File: config.mk
export PLATFORM = sky130hd
export DESIGN_NAME = lane_lead_vehicle_speed_select
export DESIGN_NICKNAME = d
export VERILOG_FILES = /design/src/hdl/llvs_pkg.sv /design/src/hdl/lane_lead_vehicle_speed_select.sv /design/src/hdl/llvs_cfg.sv /design/src/hdl/llvs_isqrt.sv /design/src/hdl/llvs_dp.sv /design/src/hdl/llvs_ctrl.sv
export SDC_FILE = /design/constraint.sdc
export NUM_CORES = 1
export LEC_CHECK = 0
export ABC_AREA = 1
export BUFFER_PORTS_ARGS = -buffer_cell sky130_fd_sc_hd__buf_4
export CAP_MARGIN = 5
export CORE_MARGIN = 3
export CORE_UTILIZATION = 45
export DETAILED_ROUTE_END_ITERATION = 10
export PLACE_DENSITY = 0.66
export SYNTH_ARGS = -nofsm -noshare
export SYNTH_HDL_FRONTEND = slang
export SYNTH_SLANG_ARGS = --single-unit
File: constraint.sdc
create_clock -name clk -period 11.61 [get_ports clk]
set_input_delay 1.7415 -clock clk [delete_from_list [all_inputs] [get_ports clk]]
set_output_delay 1.7415 -clock clk [all_outputs]
set_load 0.1 [all_outputs]
File: src/hdl/llvs_pkg.sv
`timescale 1ns / 1ps
// ----------------------------------------------------------------------------
// llvs_pkg
// Shared types and constants of the lane lead vehicle speed selector.
// ----------------------------------------------------------------------------
package llvs_pkg;

  localparam int POS_FRAC_BITS = 8;

  localparam int CENTER_W = 15;
  localparam int HALF_W   = 12;
  localparam int GAP_W    = 16;
  localparam int SPEED_W  = 15;
  localparam int POS_W    = 21;
  localparam int VEL_W    = 16;
  localparam int PROD_W   = 2 * VEL_W;
  localparam int ROOT_W   = PROD_W / 2;
  localparam int ROOT_STEPS = ROOT_W;
  localparam int STEP_CNT_W = $clog2(ROOT_STEPS);

  localparam int APB_DATA_W = 32;
  localparam int APB_ADDR_W = 4;

  localparam logic [CENTER_W-1:0] LANE_CENTER_RST = CENTER_W'(64'd6 << POS_FRAC_BITS);
  localparam logic [HALF_W-1:0]   HALF_WIDTH_RST  = HALF_W'(64'd3 << POS_FRAC_BITS);
  localparam logic [GAP_W-1:0]    LOOK_AHEAD_RST  = GAP_W'(64'd100 << POS_FRAC_BITS);
  localparam logic [SPEED_W-1:0]  SPEED_LIMIT_RST =
    SPEED_W'(((64'd2123440 << POS_FRAC_BITS) + 64'd50000) / 64'd100000);

  typedef enum logic [1:0] {
    REG_LANE_CENTER,
    REG_HALF_WIDTH,
    REG_LOOK_AHEAD,
    REG_SPEED_LIMIT
  } reg_idx_t;

  typedef enum logic [1:0] {
    MUL_VX,
    MUL_VY,
    MUL_LIM
  } mul_sel_t;

  typedef struct packed {
    logic     capture;
    logic     eval;
    logic     mul_en;
    mul_sel_t mul_sel;
    logic     acc_load;
    logic     acc_add;
    logic     root_start;
    logic     root_step;
    logic     res_limit;
    logic     res_root;
    logic     out_load;
  } llvs_cmd_t;

  typedef struct packed {
    logic lead_seen;
    logic last;
    logic mag_below;
  } llvs_stat_t;

endpackage

File: src/hdl/lane_lead_vehicle_speed_select.sv
`timescale 1ns / 1ps
// ----------------------------------------------------------------------------
// lane_lead_vehicle_speed_select
// Picks the nearest in-lane vehicle ahead of the ego position in each scan
// and reports the target speed: the cap, or the lead vehicle's speed if lower.
// ----------------------------------------------------------------------------
// Usage:
// The input channel takes one tracked vehicle per item, with scan_last set on
// the final item of a scan; an item with car_valid low carries no vehicle.
// The output channel gives one item per scan: target_speed and lead_found.
// The user is to write the configuration registers over the APB-style port
// while idle; the block does not enforce this. look_ahead is sampled at the
// first item of each scan. An item that does not end a scan is captured and
// then put through the lane and gap compare before the next item is taken.
// A scan-end item gives the cap as its result when no lead was found; else
// three passes through the shared squaring multiplier form the lead's squared
// speed and the squared cap, the cap is the result when the lead is at or
// above it, and the 16-step bit-serial square root gives the lead's speed.
// A finished result waits in the output register; if the receiver stalls,
// the next item is still taken and evaluated, and a new result waits until
// the previous one has been taken.
// Reset restores the register defaults and closes any open scan.
// ----------------------------------------------------------------------------
module lane_lead_vehicle_speed_select
  import llvs_pkg::*;
(
  input  logic                  clk,
  input  logic                  rst,
  input  logic                  psel,
  input  logic                  penable,
  input  logic                  pwrite,
  input  logic [APB_ADDR_W-1:0] paddr,
  input  logic [APB_DATA_W-1:0] pwdata,
  output logic [APB_DATA_W-1:0] prdata,
  output logic                  pready,
  input  logic                  in_valid,
  output logic                  in_ready,
  input  logic [POS_W-1:0]      ego_s,
  input  logic                  car_valid,
  input  logic [POS_W-1:0]      car_s,
  input  logic [CENTER_W-1:0]   car_d,
  input  logic [VEL_W-1:0]      car_vx,
  input  logic [VEL_W-1:0]      car_vy,
  input  logic                  scan_last,
  output logic                  out_valid,
  input  logic                  out_ready,
  output logic [SPEED_W-1:0]    target_speed,
  output logic                  lead_found
);

  logic [CENTER_W-1:0] lane_center_d;
  logic [HALF_W-1:0]   lane_half_width;
  logic [GAP_W-1:0]    look_ahead;
  logic [SPEED_W-1:0]  speed_limit;
  llvs_cmd_t           cmd;
  llvs_stat_t          stat;

  llvs_cfg u_cfg (
    .clk             (clk),
    .rst             (rst),
    .psel            (psel),
    .penable         (penable),
    .pwrite          (pwrite),
    .paddr           (paddr),
    .pwdata          (pwdata),
    .prdata          (prdata),
    .pready          (pready),
    .lane_center_d   (lane_center_d),
    .lane_half_width (lane_half_width),
    .look_ahead      (look_ahead),
    .speed_limit     (speed_limit)
  );

  llvs_dp u_dp (
    .clk             (clk),
    .rst             (rst),
    .cmd             (cmd),
    .stat            (stat),
    .lane_center_d   (lane_center_d),
    .lane_half_width (lane_half_width),
    .look_ahead      (look_ahead),
    .speed_limit     (speed_limit),
    .ego_s           (ego_s),
    .car_valid       (car_valid),
    .car_s           (car_s),
    .car_d           (car_d),
    .car_vx          (car_vx),
    .car_vy          (car_vy),
    .scan_last       (scan_last),
    .target_speed    (target_speed),
    .lead_found      (lead_found)
  );

  llvs_ctrl u_ctrl (
    .clk       (clk),
    .rst       (rst),
    .in_valid  (in_valid),
    .in_ready  (in_ready),
    .out_valid (out_valid),
    .out_ready (out_ready),
    .stat      (stat),
    .cmd       (cmd)
  );

endmodule

File: src/hdl/llvs_cfg.sv
`timescale 1ns / 1ps
// ----------------------------------------------------------------------------
// llvs_cfg
// Configuration registers behind the APB-style port.
// ----------------------------------------------------------------------------
module llvs_cfg
  import llvs_pkg::*;
(
  input  logic                  clk,
  input  logic                  rst,
  input  logic                  psel,
  input  logic                  penable,
  input  logic                  pwrite,
  input  logic [APB_ADDR_W-1:0] paddr,
  input  logic [APB_DATA_W-1:0] pwdata,
  output logic [APB_DATA_W-1:0] prdata,
  output logic                  pready,
  output logic [CENTER_W-1:0]   lane_center_d,
  output logic [HALF_W-1:0]     lane_half_width,
  output logic [GAP_W-1:0]      look_ahead,
  output logic [SPEED_W-1:0]    speed_limit
);

  reg_idx_t idx;
  logic     wr_en;

  assign pready = 1'b1;
  assign idx    = reg_idx_t'(paddr[3:2]);
  assign wr_en  = psel && penable && pwrite;

  always_ff @(posedge clk) begin
    if (rst) begin
      lane_center_d   <= LANE_CENTER_RST;
      lane_half_width <= HALF_WIDTH_RST;
      look_ahead      <= LOOK_AHEAD_RST;
      speed_limit     <= SPEED_LIMIT_RST;
    end else if (wr_en) begin
      unique case (idx)
        REG_LANE_CENTER: lane_center_d   <= pwdata[CENTER_W-1:0];
        REG_HALF_WIDTH:  lane_half_width <= pwdata[HALF_W-1:0];
        REG_LOOK_AHEAD:  look_ahead      <= pwdata[GAP_W-1:0];
        REG_SPEED_LIMIT: speed_limit     <= pwdata[SPEED_W-1:0];
        default: ;
      endcase
    end
  end

  always_comb begin
    unique case (idx)
      REG_LANE_CENTER: prdata = {{(APB_DATA_W-CENTER_W){lane_center_d[CENTER_W-1]}},
                                 lane_center_d};
      REG_HALF_WIDTH:  prdata = {{(APB_DATA_W-HALF_W){1'b0}}, lane_half_width};
      REG_LOOK_AHEAD:  prdata = {{(APB_DATA_W-GAP_W){1'b0}}, look_ahead};
      REG_SPEED_LIMIT: prdata = {{(APB_DATA_W-SPEED_W){1'b0}}, speed_limit};
      default:         prdata = '0;
    endcase
  end

endmodule

File: src/hdl/llvs_isqrt.sv
`timescale 1ns / 1ps
// ----------------------------------------------------------------------------
// llvs_isqrt
// Restoring integer square root, one result bit per step.
// ----------------------------------------------------------------------------
module llvs_isqrt
  import llvs_pkg::*;
(
  input  logic              clk,
  input  logic              start,
  input  logic              step,
  input  logic [PROD_W-1:0] x,
  output logic [ROOT_W-1:0] root
);

  logic [PROD_W-1:0] rad;
  logic [ROOT_W:0]   rem;
  logic [ROOT_W+2:0] rem_sh;
  logic [ROOT_W+2:0] trial;
  logic              fits;

  assign rem_sh = {rem, rad[PROD_W-1:PROD_W-2]};
  assign trial  = {1'b0, root, 2'b01};
  assign fits   = rem_sh >= trial;

  always_ff @(posedge clk) begin
    if (start) begin
      rad  <= x;
      rem  <= '0;
      root <= '0;
    end else if (step) begin
      rad  <= {rad[PROD_W-3:0], 2'b00};
      rem  <= fits ? (ROOT_W+1)'(rem_sh - trial) : rem_sh[ROOT_W:0];
      root <= {root[ROOT_W-2:0], fits};
    end
  end

endmodule

File: src/hdl/llvs_dp.sv
`timescale 1ns / 1ps
// ----------------------------------------------------------------------------
// llvs_dp
// Datapath: item capture, lane and gap test, lead tracking, speed magnitude.
// ----------------------------------------------------------------------------
module llvs_dp
  import llvs_pkg::*;
(
  input  logic                clk,
  input  logic                rst,
  input  llvs_cmd_t           cmd,
  output llvs_stat_t          stat,
  input  logic [CENTER_W-1:0] lane_center_d,
  input  logic [HALF_W-1:0]   lane_half_width,
  input  logic [GAP_W-1:0]    look_ahead,
  input  logic [SPEED_W-1:0]  speed_limit,
  input  logic [POS_W-1:0]    ego_s,
  input  logic                car_valid,
  input  logic [POS_W-1:0]    car_s,
  input  logic [CENTER_W-1:0] car_d,
  input  logic [VEL_W-1:0]    car_vx,
  input  logic [VEL_W-1:0]    car_vy,
  input  logic                scan_last,
  output logic [SPEED_W-1:0]  target_speed,
  output logic                lead_found
);

  localparam int WIN_W = CENTER_W + 2;

  logic [POS_W-1:0]    it_ego;
  logic                it_valid;
  logic [POS_W-1:0]    it_s;
  logic [CENTER_W-1:0] it_d;
  logic [VEL_W-1:0]    it_vx;
  logic [VEL_W-1:0]    it_vy;
  logic                it_last;

  logic                scan_open;
  logic [GAP_W-1:0]    best_gap;
  logic                lead_seen;
  logic [VEL_W-1:0]    lead_vx;
  logic [VEL_W-1:0]    lead_vy;

  logic [PROD_W-1:0]   prod;
  logic [PROD_W-1:0]   acc;
  logic [SPEED_W-1:0]  res_speed;
  logic [ROOT_W-1:0]   root;

  logic signed [WIN_W-1:0] center_x, half_x, d_x, win_lo, win_hi;
  logic [POS_W:0]      diff;
  logic [GAP_W-1:0]    best_eff;
  logic                seen_eff, in_lane, ahead, closer, take;
  logic [VEL_W-1:0]    mul_op;

  assign center_x = WIN_W'(signed'(lane_center_d));
  assign half_x   = signed'({{(WIN_W-HALF_W){1'b0}}, lane_half_width});
  assign d_x      = WIN_W'(signed'(it_d));
  assign win_lo   = center_x - half_x;
  assign win_hi   = center_x + half_x;
  assign in_lane  = (d_x >= win_lo) && (d_x <= win_hi);

  assign diff     = {1'b0, it_s} - {1'b0, it_ego};
  assign best_eff = scan_open ? best_gap : look_ahead;
  assign seen_eff = scan_open && lead_seen;
  assign ahead    = !diff[POS_W] && (diff[POS_W-1:0] != '0);
  assign closer   = (diff[POS_W-1:GAP_W] == '0) && (diff[GAP_W-1:0] < best_eff);
  assign take     = it_valid && in_lane && ahead && closer;

  always_comb begin
    case (cmd.mul_sel)
      MUL_VX:  mul_op = lead_vx[VEL_W-1] ? VEL_W'(~lead_vx + 1'b1) : lead_vx;
      MUL_VY:  mul_op = lead_vy[VEL_W-1] ? VEL_W'(~lead_vy + 1'b1) : lead_vy;
      default: mul_op = {{(VEL_W-SPEED_W){1'b0}}, speed_limit};
    endcase
  end

  always_ff @(posedge clk) begin
    if (cmd.capture) begin
      it_ego   <= ego_s;
      it_valid <= car_valid;
      it_s     <= car_s;
      it_d     <= car_d;
      it_vx    <= car_vx;
      it_vy    <= car_vy;
      it_last  <= scan_last;
    end
    if (cmd.eval) begin
      best_gap <= take ? diff[GAP_W-1:0] : best_eff;
      if (take) begin
        lead_vx <= it_vx;
        lead_vy <= it_vy;
      end
    end
    if (cmd.mul_en) begin
      prod <= mul_op * mul_op;
    end
    if (cmd.acc_load) begin
      acc <= prod;
    end else if (cmd.acc_add) begin
      acc <= acc + prod;
    end
    if (cmd.res_limit) begin
      res_speed <= speed_limit;
    end else if (cmd.res_root) begin
      res_speed <= root[SPEED_W-1:0];
    end
    if (cmd.out_load) begin
      target_speed <= res_speed;
      lead_found   <= lead_seen;
    end
  end

  always_ff @(posedge clk) begin
    if (rst) begin
      scan_open <= 1'b0;
      lead_seen <= 1'b0;
    end else if (cmd.eval) begin
      scan_open <= 1'b1;
      lead_seen <= take || seen_eff;
    end else if (cmd.out_load) begin
      scan_open <= 1'b0;
    end
  end

  llvs_isqrt u_isqrt (
    .clk   (clk),
    .start (cmd.root_start),
    .step  (cmd.root_step),
    .x     (acc),
    .root  (root)
  );

  assign stat.lead_seen = lead_seen;
  assign stat.last      = it_last;
  assign stat.mag_below = acc < prod;

  a_root_below_limit: assert property (@(posedge clk) disable iff (rst)
    cmd.res_root |=> res_speed < speed_limit)
    else $error("square root result reached the speed limit");

  a_eval_opens_scan: assert property (@(posedge clk) disable iff (rst)
    cmd.eval |=> scan_open)
    else $error("scan not open after an item was evaluated");

  a_lead_in_scan: assert property (@(posedge clk) disable iff (rst)
    $rose(lead_seen) |-> scan_open)
    else $error("lead vehicle recorded outside a scan");

endmodule

File: src/hdl/llvs_ctrl.sv
`timescale 1ns / 1ps
// ----------------------------------------------------------------------------
// llvs_ctrl
// Controller: sequences item evaluation, squaring, square root and output.
// ----------------------------------------------------------------------------
module llvs_ctrl
  import llvs_pkg::*;
(
  input  logic       clk,
  input  logic       rst,
  input  logic       in_valid,
  output logic       in_ready,
  output logic       out_valid,
  input  logic       out_ready,
  input  llvs_stat_t stat,
  output llvs_cmd_t  cmd
);

  typedef enum logic [3:0] {
    ST_IDLE,
    ST_EVAL,
    ST_SQX,
    ST_SQY,
    ST_SQL,
    ST_CMP,
    ST_ROOT,
    ST_RES,
    ST_FINISH
  } state_t;

  localparam logic [STEP_CNT_W-1:0] LAST_STEP = STEP_CNT_W'(ROOT_STEPS - 1);

  state_t                state, state_next;
  logic [STEP_CNT_W-1:0] step_cnt;
  logic                  out_free;

  assign in_ready = (state == ST_IDLE);
  assign out_free = !out_valid || out_ready;

  always_comb begin
    cmd        = '0;
    cmd.mul_sel = MUL_VX;
    state_next = state;
    unique case (state)
      ST_IDLE: begin
        if (in_valid) begin
          cmd.capture = 1'b1;
          state_next  = ST_EVAL;
        end
      end
      ST_EVAL: begin
        cmd.eval   = 1'b1;
        state_next = stat.last ? ST_SQX : ST_IDLE;
      end
      ST_SQX: begin
        if (stat.lead_seen) begin
          cmd.mul_en  = 1'b1;
          cmd.mul_sel = MUL_VX;
          state_next  = ST_SQY;
        end else begin
          cmd.res_limit = 1'b1;
          state_next    = ST_FINISH;
        end
      end
      ST_SQY: begin
        cmd.mul_en   = 1'b1;
        cmd.mul_sel  = MUL_VY;
        cmd.acc_load = 1'b1;
        state_next   = ST_SQL;
      end
      ST_SQL: begin
        cmd.mul_en  = 1'b1;
        cmd.mul_sel = MUL_LIM;
        cmd.acc_add = 1'b1;
        state_next  = ST_CMP;
      end
      ST_CMP: begin
        if (stat.mag_below) begin
          cmd.root_start = 1'b1;
          state_next     = ST_ROOT;
        end else begin
          cmd.res_limit = 1'b1;
          state_next    = ST_FINISH;
        end
      end
      ST_ROOT: begin
        cmd.root_step = 1'b1;
        if (step_cnt == LAST_STEP) begin
          state_next = ST_RES;
        end
      end
      ST_RES: begin
        cmd.res_root = 1'b1;
        state_next   = ST_FINISH;
      end
      ST_FINISH: begin
        if (out_free) begin
          cmd.out_load = 1'b1;
          state_next   = ST_IDLE;
        end
      end
      default: state_next = ST_IDLE;
    endcase
  end

  always_ff @(posedge clk) begin
    if (rst) begin
      state     <= ST_IDLE;
      step_cnt  <= '0;
      out_valid <= 1'b0;
    end else begin
      state <= state_next;
      if (state == ST_ROOT) begin
        step_cnt <= step_cnt + 1'b1;
      end else begin
        step_cnt <= '0;
      end
      if (cmd.out_load) begin
        out_valid <= 1'b1;
      end else if (out_ready) begin
        out_valid <= 1'b0;
      end
    end
  end

  a_root_ends: assert property (@(posedge clk) disable iff (rst)
    (state == ST_ROOT) && (step_cnt == LAST_STEP) |=> state == ST_RES)
    else $error("square root did not end after its last step");

  a_one_in_flight: assert property (@(posedge clk) disable iff (rst)
    in_valid && in_ready |=> !in_ready)
    else $error("second item taken while one is being evaluated");

  a_no_overwrite: assert property (@(posedge clk) disable iff (rst)
    cmd.out_load |-> out_free)
    else $error("result register overwritten before it was taken");

endmodule
=== Word level (Yosys, flattened, before mapping) ===
Cells that the tools add are included.

* Register bits after elaboration: 368
* Input port bits: 134
* Output and inout bits: 51

* Add/subtract/negate cells: 8
* Multipliers: 1
* Order comparisons: 5
* Eq/ne operators: 16
* Mux-type cells: 40
* Bitwise logic cells: 3
* Reductions and logical operators: 30

{| class="wikitable"
|+ Operators with widths
! operator !! count
|-
| 2-to-1 mux 32 bit || 4
|-
| one-hot mux 32 bit (4 select lines) || 1
|-
| 2-to-1 mux 16 bit || 4
|-
| one-hot mux 4 bit (9 select lines) || 1
|-
| adder 16 x 1 -> 16 bit, second input constant || 2
|-
| adder 32 bit || 1
|-
| less-than comparator 32 bit || 1
|-
| multiplier 16 x 16 -> 32 bit || 1
|-
| NOT 16 bit || 2
|-
| one-hot mux 16 bit (2 select lines) || 1
|-
| 2-to-1 mux 15 bit || 2
|-
| subtractor 21 x 21 -> 22 bit || 1
|-
| nonzero test 21 bit || 1
|-
| 2-to-1 mux 4 bit || 5
|-
| greater-or-equal comparator 19 x 18 -> 1 bit || 1
|-
| 2-to-1 mux 1 bit || 17
|-
| 2-to-1 mux 17 bit || 1
|-
| subtractor 17 bit || 1
|-
| adder 15 x 13 -> 16 bit || 1
|-
| == test 4 x 3 -> 1 bit, second input constant || 4
|-
| greater-or-equal comparator 15 x 16 -> 1 bit || 1
|-
| less-or-equal comparator 15 x 16 -> 1 bit || 1
|-
| less-than comparator 16 bit || 1
|-
| subtractor 15 x 13 -> 16 bit || 1
|-
| 23 further kinds || 47
|}

=== Logic depth before layout (Yosys ltp) ===
Gate-level depths: netlist (run 1).

* Depth after elaboration: 7
* Depth in mapped cells: 38
* Mapped depth without buffers: 37

=== Hierarchy ===
Synthesis (run 1) repeated with hierarchy kept, for this count alone.

* Cells, all modules: 3,643
* Area total of the unflattened synthesis: 29,678.5 sq um

{| class="wikitable"
|+ By module, submodules not included
! module !! instances !! cells an instance !! area an instance (sq um)
|-
| llvs_dp || 1 || 2,625 || 22,612.9
|-
| llvs_isqrt || 1 || 505 || 3,718.6
|-
| llvs_cfg || 1 || 432 || 2,815.2
|-
| llvs_ctrl || 1 || 81 || 531.8
|}

=== Least setup slack after synthesis (run 1) ===
No wires, ideal clock.

* Path type: input -> register
* Start: in in_valid
* End: reg u_dp.it_d[0] (enable)
* Library setup time: 652 ps
* Arrival time: 7,939 ps
* Data required time: 10,958 ps
* Slack: 3,018 ps
* Stages on the path: 2
* Path buffers: 0
* Path through: inv_1 -> nor3_1

{| class="wikitable"
|+ RTL lines
! element !! line !! source
|-
| from (decl) || lane_lead_vehicle_speed_select.sv:36 || <nowiki>input logic in_valid,</nowiki>
|-
| to (signal assigned) || llvs_dp.sv:82 || <nowiki>it_d <= car_d;</nowiki>
|-
| to (decl) || llvs_dp.sv:33 || <nowiki>logic [CENTER_W-1:0] it_d;</nowiki>
|}

=== Worst setup path after layout (run 1) ===
* Start: reg u_ctrl.state[2]
* End: reg u_dp.prod[26] (data pin)

* Word-level cells in the longest chain between the ends: 5
* Elaborated cells between the ends (all ways): 8

{| class="wikitable"
|+ Ends and longest elaborated chain
! element !! line !! source
|-
| from (decl) || llvs_ctrl.sv:33 || <nowiki>state_t state, state_next;</nowiki>
|-
| from (signal assigned) || llvs_ctrl.sv:112 || <nowiki>state <= state_next;</nowiki>
|-
| == test 4 x 3 -> 1 bit or == test 4 x 2 -> 1 bit (tied branches) || llvs_ctrl.sv:44 || <nowiki>unique case (state)</nowiki>
|-
| one-hot mux 3 bit (3 select lines) * || llvs_ctrl.sv:44 ||
|-
| == test 2 x 1 -> 1 bit or zero test 2 bit (tied branches) || llvs_dp.sv:70 || <nowiki>case (cmd.mul_sel)</nowiki>
|-
| one-hot mux 16 bit (2 select lines) * || llvs_dp.sv:70 ||
|-
| multiplier 16 x 16 -> 32 bit * || llvs_dp.sv:95 || <nowiki>prod <= mul_op * mul_op;</nowiki>
|-
| to (signal assigned) || llvs_dp.sv:95 ||
|-
| to (decl) || llvs_dp.sv:44 || <nowiki>logic [PROD_W-1:0] prod;</nowiki>
|}

Mark *: on every way between the ends. The rest lies on a longest branch, timed or not.
A chain may end at the register's enable or synchronous reset.

==> results of run 1 <==
==> power by group <==
group	leakage, uW	switching, uW	internal, uW
Sequential	0.00326	35.8	1590
Clock	0.000618	523	700
Combinational	0.0117	1650	994
Total	0.0156	2210	3290
==> path summary, 6_finish.rpt <==
path                                      start               to  cells past startpoint
worst max register to register  u_ctrl.state[2]    u_dp.prod[26]                     33
worst max-delay path            u_ctrl.state[2]    u_dp.prod[26]                     33
worst min-delay path              u_dp.it_vy[0]  u_dp.lead_vy[0]                      0
worst min register to register    u_dp.it_vy[0]  u_dp.lead_vy[0]                      0
==> metal layers <==
layer  up-vias  track usage [%]  share of wire [%]
met5         -                0                  0
met4         0            6.213                2.7
met3       112            2.435                5.5
met2       644            33.42                 45
met1     10650            30.75                 47
li1      11690                -                  -
==> worst max-delay path: cells and delay by family (launching register included) <==
kind | cells | cell delay [ns]
buf+inv | 9 | 1.99
simple gates | 11 | 1.60
compound gates | 5 | 1.06
fa+ha+maj | 7 | 3.33
flops | 1 | 0.32
xor+xnor | 1 | 0.14
==> cell usage after synthesis (all sizes together), types with 2 or more instances <==
master,n,area share [%]
a211oi,6,0.16
a21boi,2,0.065
a21o,9,0.23
a21oi,227,3.9
a31oi,17,0.37
and2,3,0.065
buf,41,0.88
clkbuf,51,0.66
clkinv,6,0.078
conb,2,0.026
dfxtp,102,7.0
edfxtp,265,27
fa,168,12
ha,271,12
inv,663,8.6
nand2,740,9.6
nand3,150,2.6
nand3b,7,0.18
nand4,45,0.97
nor2,314,4.2
nor3,40,0.73
nor3b,3,0.078
nor4,10,0.22
o2111ai,13,0.39
o211ai,24,0.62
o21a,5,0.13
o21ai,210,3.7
o21bai,18,0.47
o221ai,9,0.27
o22ai,3,0.065
o31ai,3,0.078
or2,18,0.39
xnor2,14,0.42
xor2,57,1.7
==> cell families (layout without fill, tap and decap cells) <==
kind of cell | Yosys count | count (layout) | share of synthesized area [%]
flip-flops | 367 | 367 | 34.49
other | 2 | 14 | 0.02591
XOR/XNOR | 71 | 71 | 2.145
AND/OR/NAND/NOR | 1331 | 1331 | 19.13
buffers and inverters | 761 | 928 | 10.20
AO/OA/AOI/OAI | 554 | 554 | 10.70
adder cells (fa/ha/maj) | 439 | 439 | 23.30
==> cell type report <==
class	instances	area, sq um
repair buffers	185	1389
diodes	2	5.005
clock inverters	20	135.1
flip-flops and latches	367	10000
inverters	669	2511
well taps	846	1059
fillers	6040	31130
clock buffers	54	1116
multi-input cells	2407	16080
==> stage by stage <==
stage,hold WS (ns),instances,power [uW],utilization [%],cell area [sq um]
floorplan,0.4003,3535,3662,-,29030
global placement,0.4003,4474,4255,48.94,31040
detailed placement,0.4045,4474,4285,48.94,31040
CTS,0.3882,4548,5527,50.91,32290
global route,0.3895,4549,5982,50.92,32290
finish,0.3900,4550,5500,50.92,32300
==> state kept, by name, summed over array words and instances, names as in the netlist, 16 cells and up <==
register and flops:
u_cfg.look_ahead 16, u_dp.lead_vx 16, u_dp.it_vx 16, u_dp.prod 31
u_dp.lead_vy 16, u_dp.u_isqrt.rad 32, u_dp.it_s 21, u_dp.best_gap 16
u_dp.it_vy 16, u_dp.u_isqrt.rem 17, u_dp.acc 32, u_dp.u_isqrt.root 16
u_dp.it_ego 21
==> impl_metrics.csv, run 1 <==
group,metric,value,unit
timing,skew,0.03455,ns
power_and_ir_drop,total_leakage_power,0.01557,uW
floorplanning,boundaryPins,185,
placement,dp_hpwl,56.04,mm
timing,setup_violations,0,
drt,wl,70.66,mm
floorplanning,rows,92,
clock_tree,post_cts_resized,0,
setup_path,cp-start-kind,"register",
drt,route.detailed.wl_per_inst,15.53,microns
timing,setup_slack,2.867,ns
floorplanning,die-height,259.8,microns
global_route,grt_max_degree,65,
timing,fin_crit_sh,75.31,%
clock_tree,clockRootBuffer,"clkbuf_16",
drt,drt_first_iter_violations,1558,
clock_tree,clock_sinks,367,
cells_and_area,final_common_cell,"nand2_1",
floorplanning,dieArea,0.06750,sq mm
global_route,grt_overflow,0,
synthesis,netlist_area,0.02899,sq mm
setup_path,cp_common_cell,"nand2_1",
global_route,grt_first_pass_wirelength,115.2,mm
clock_tree,cts_buffer_depth,3,
synthesis,ys_seq_elements,367,
setup_path,critPathKind,"reg -> reg",
cells_and_area,syn_to_final_growth,11.41,%
drt,postRouteAntennaNets,0,
floorplanning,start_util,45.71,%
timing,fmax,0.1144,GHz
worst_hold_path,hold_path_class,"reg -> reg",
setup_path,crit_path_top_delay_cell,"fa_1",
floorplanning,die_w,259.8,microns
cells_and_area,final_cell_mix,"nand2_1 (733), inv_1 (656), nor2_1 (303)",
setup_path,r2r_setup_slack,2.87,ns
flow_run,maxCapViolCount,0,
global_route,grt_pass1_vias,22250,
synthesis,avgSynthCellArea,8.224,sq um
setup_path,crit_required,11.91,ns
power_and_ir_drop,p_per_area,170.3,mW/mm^2
placement,io_buffers,165,
clock_tree,ctsHtreeMaxLevel,2,
clock_tree,clock_latency,0.57,ns
timing,setup-tns-final,0,ns
setup_path,cp_slowest_stage_delay,0.54,ns
setup_path,crit_path_end_kind,"register",
run_status,outcome,"completed",
placement,place_ws,2.937,ns
drt,drc,0,
timing,finalCriticalPeriod,8.743,ns
drt,drtPass1Iterations,6,
global_route,grt_usage,21.21,%
synthesis,yosysUniqueCellTypes,57,
timing,worst_pin_slew,1.159,ns
floorplanning,fp.coreArea,0.06343,sq mm
clock_tree,clk_pin_slew_worst_paths,0.06,ns
synthesis,async_reset_ff_share,0,%
synthesis,synthFlopType,"edfxtp_1",
synthesis,synthCells,3525,
setup_path,cp_max_fo,55,
setup_path,cp_data_arrival_time,9.04,ns
drt,viasPerCell,5.076,
timing,hold_viol_final,0,
synthesis,yosysSeqAreaShare,34.49,%
drt,vias,23090,
global_route,antenna_found_initial,2,
clock_tree,cts_hold_buf,0,
clock_tree,cts_setup_buffers,0,
placement,place_congestion,0.9152,
synthesis,synth-edff-count,265,
power_and_ir_drop,ir_drop,0.1834,mV
synthesis,yosysWarnings,0,
timing,rsz0062_at_grt,"no",
timing,relSlewSlack,22.43,%
timing,slew_viol_final,0,
cells_and_area,drive_gt1_share,8.077,%
clock_tree,cts_tree,"yes",
clock_tree,cts_made_buffers,41,
cells_and_area,nNetsFinal,4244,
No activity file was read; power rests on OpenSTA's default activity.
==> inputs of run 2 (changes only) <==
--- a/config.mk
+++ b/config.mk
@@ -11,7 +11,7 @@
 export CORE_MARGIN = 3
 export CORE_UTILIZATION = 45
 export DETAILED_ROUTE_END_ITERATION = 10
-export PLACE_DENSITY = 0.66
+export PLACE_DENSITY = 0.68
 export SYNTH_ARGS = -nofsm -noshare
 export SYNTH_HDL_FRONTEND = slang
 export SYNTH_SLANG_ARGS = --single-unit
==> constraint.sdc (replaced) <==
create_clock -name clk -period 7.5 [get_ports clk]
set_input_delay 1.125 -clock clk [delete_from_list [all_inputs] [get_ports clk]]
set_output_delay 1.125 -clock clk [all_outputs]
set_load 0.1 [all_outputs]
==> run 2 against run 1 <==
Effect of this change: sequential power increased by 55%; global-route usage decreased by 0.21 points; utilization up 1.1 points; critical path type unchanged; largest cell class unchanged; largest power group unchanged; clock skew increased by 0.0057 ns; combinational power increased by 71%; via count increased by 1.6%; clock power up 64%; first-iteration DRC count is 11% higher.
==> impl_metrics.csv, run 2 (synthesis gave the netlist of run 1 again) <==
group,metric,value,unit
drt,drc,0,
drt,vias,23450,
drt,route.detailed.wl_per_inst,15.35,microns
drt,routed.top_layer,"met4",
flow_run,maxCapViolCount,0,
cells_and_area,nNetsFinal,4294,
timing,skew,0.04028,ns
setup_path,path_buf_inv,7,
cells_and_area,syn_to_final_growth,13.84,%
floorplanning,fp.coreArea,0.06343,sq mm
cells_and_area,reg.largest.list,"u_dp.acc x32, u_dp.u_isqrt.rad x32, u_dp.prod x31",
clock_tree,cts_made_buffers,42,
worst_hold_path,hold_path_class,"reg -> reg",
clock_tree,clk_pin_slew_worst_paths,0.06,ns
timing,slew_viol_final,0,
cells_and_area,drive_gt1_share,11.06,%
setup_path,cp_max_fo,12,
cells_and_area,final_common_cell,"nand2_1",
clock_tree,clockRootBuffer,"clkbuf_16",
timing,relSlewSlack,24.18,%
cells_and_area,n_antenna_cell,0,
cells_and_area,n_fill_cell,5905,
floorplanning,start_util,45.71,%
floorplanning,boundaryPins,185,
global_route,grt_pass1_vias,22260,
timing,hold_viol_final,0,
clock_tree,cts_buffer_depth,3,
drt,drtPass1Iterations,6,
drt,postRouteAntennaNets,0,
setup_path,cp_common_cell,"fa_1",
drt,drt_first_iter_violations,1730,
global_route,grt_max_degree,79,
setup_path,crit_path_top_delay_cell,"fa_1",
placement,io_buffers,165,
cells_and_area,final_cell_mix,"nand2_1 (722), inv_1 (646), nor2_1 (294)",
power_and_ir_drop,total_leakage_power,0.01587,uW
global_route,antenna_found_initial,0,
setup_path,critPathTopFamily,"adder cells",
clock_tree,ctsHtreeMaxLevel,2,
cells_and_area,fin_area,0.03300,sq mm
placement,place_inst,4512,
cells_and_area,fin_cells,4599,
drt,wl_met2,31.56,mm
clock_tree,cts_tree,"yes",
timing,worst_pin_slew,1.133,ns
timing,fin_crit_sh,95.27,%
setup_path,crit_path_end_kind,"register",
clock_tree,clock_latency,0.58,ns
drt,wl,70.58,mm
timing,setup_violations,0,
placement,dp_hpwl,55.92,mm
placement,post_dp_cell_area,0.03133,sq mm
drt,viasPerCell,5.100,
floorplanning,die-height,259.8,microns
floorplanning,die_w,259.8,microns
timing,fmax,0.1399,GHz
power_and_ir_drop,p_per_area,274.2,mW/mm^2
setup_path,cp_slowest_stage_delay,0.55,ns
placement,place_congestion,0.9549,
drt,dr_wl_met3,3.863,mm
setup_path,crit_required,7.81,ns
floorplanning,rows,92,
setup_path,cp-start-kind,"register",
timing,finalCriticalPeriod,7.145,ns
global_route,grt_usage,21.00,%
run_status,outcome,"completed",
global_route,grt_first_pass_wirelength,114.5,mm
setup_path,cp_data_arrival_time,7.46,ns
setup_path,critPathKind,"reg -> reg",
power_and_ir_drop,ir_drop,0.3492,mV
clock_tree,clock_sinks,367,
global_route,grt_overflow,0,
drt,wl_met1,33.48,mm
floorplanning,dieArea,0.06750,sq mm
[run 2: per-layer routing]
metal | GRT usage, % | vias to the layer above
met5 | 0 | -
met4 | 5.606 | 0
met3 | 2.357 | 115
met1 | 30.23 | 10870
met2 | 33.62 | 665
li1 | - | 11800
[run 2: final cells by class]
cell class	instances	area (sq um)	area share (%)
well taps	846	1059	3.207
flip-flops and latches	367	10000	30.30
clock inverters	16	136.4	0.4132
clock buffers	60	1221	3.700
multi-input cells	2407	16300	49.38
inverters	669	2526	7.654
repair buffers	234	1764	5.346
[run 2: timing repair]
item	4_1_cts	5_1_grt
endpoints found under the hold margin	0	0
setup buffers	0	11
setup endpoints to repair	1	15
pin swaps	0	20
resized for setup	1	75
hold buffers	0	0
[run 2: per-stage QoR]
step / worst slack (ns) / hold WS (ns) / power [uW] / util (%) / TNS (ns)
6_report: 0.3545 / 0.4130 / 9049 / 52.03 / 0
5_1_grt: -0.01140 / 0.4237 / 9813 / 52.03 / -0.01350
4_1_cts: 0.03420 / 0.4180 / 8774 / 51.54 / 0
3_5_place_dp: -0.03926 / 0.4045 / 6741 / 49.40 / -0.03926
3_3_place_gp: -0.008491 / 0.4006 / 6698 / 49.40 / -0.008491
2_1_floorplan: 0.2074 / 0.4003 / 5664 / - / 0
[run 2: path summary, 6_finish.rpt]
kind	start	to	slack, ns	depth (start not counted)
worst max-delay path	u_ctrl.state[2]	u_dp.prod[29]	0.35	27
worst min-delay path	u_dp.it_vy[8]	u_dp.lead_vy[8]	0.41	0
worst max register to register	u_ctrl.state[2]	u_dp.prod[29]	0.35	27
worst min register to register	u_dp.it_vy[8]	u_dp.lead_vy[8]	0.41	0
[run 2: report_power, final]
group | internal, uW | switching (uW) | total, uW
clock | 1170 | 830 | 2000
sequential | 2470 | 56.0 | 2520
combinational | 1800 | 2720 | 4520
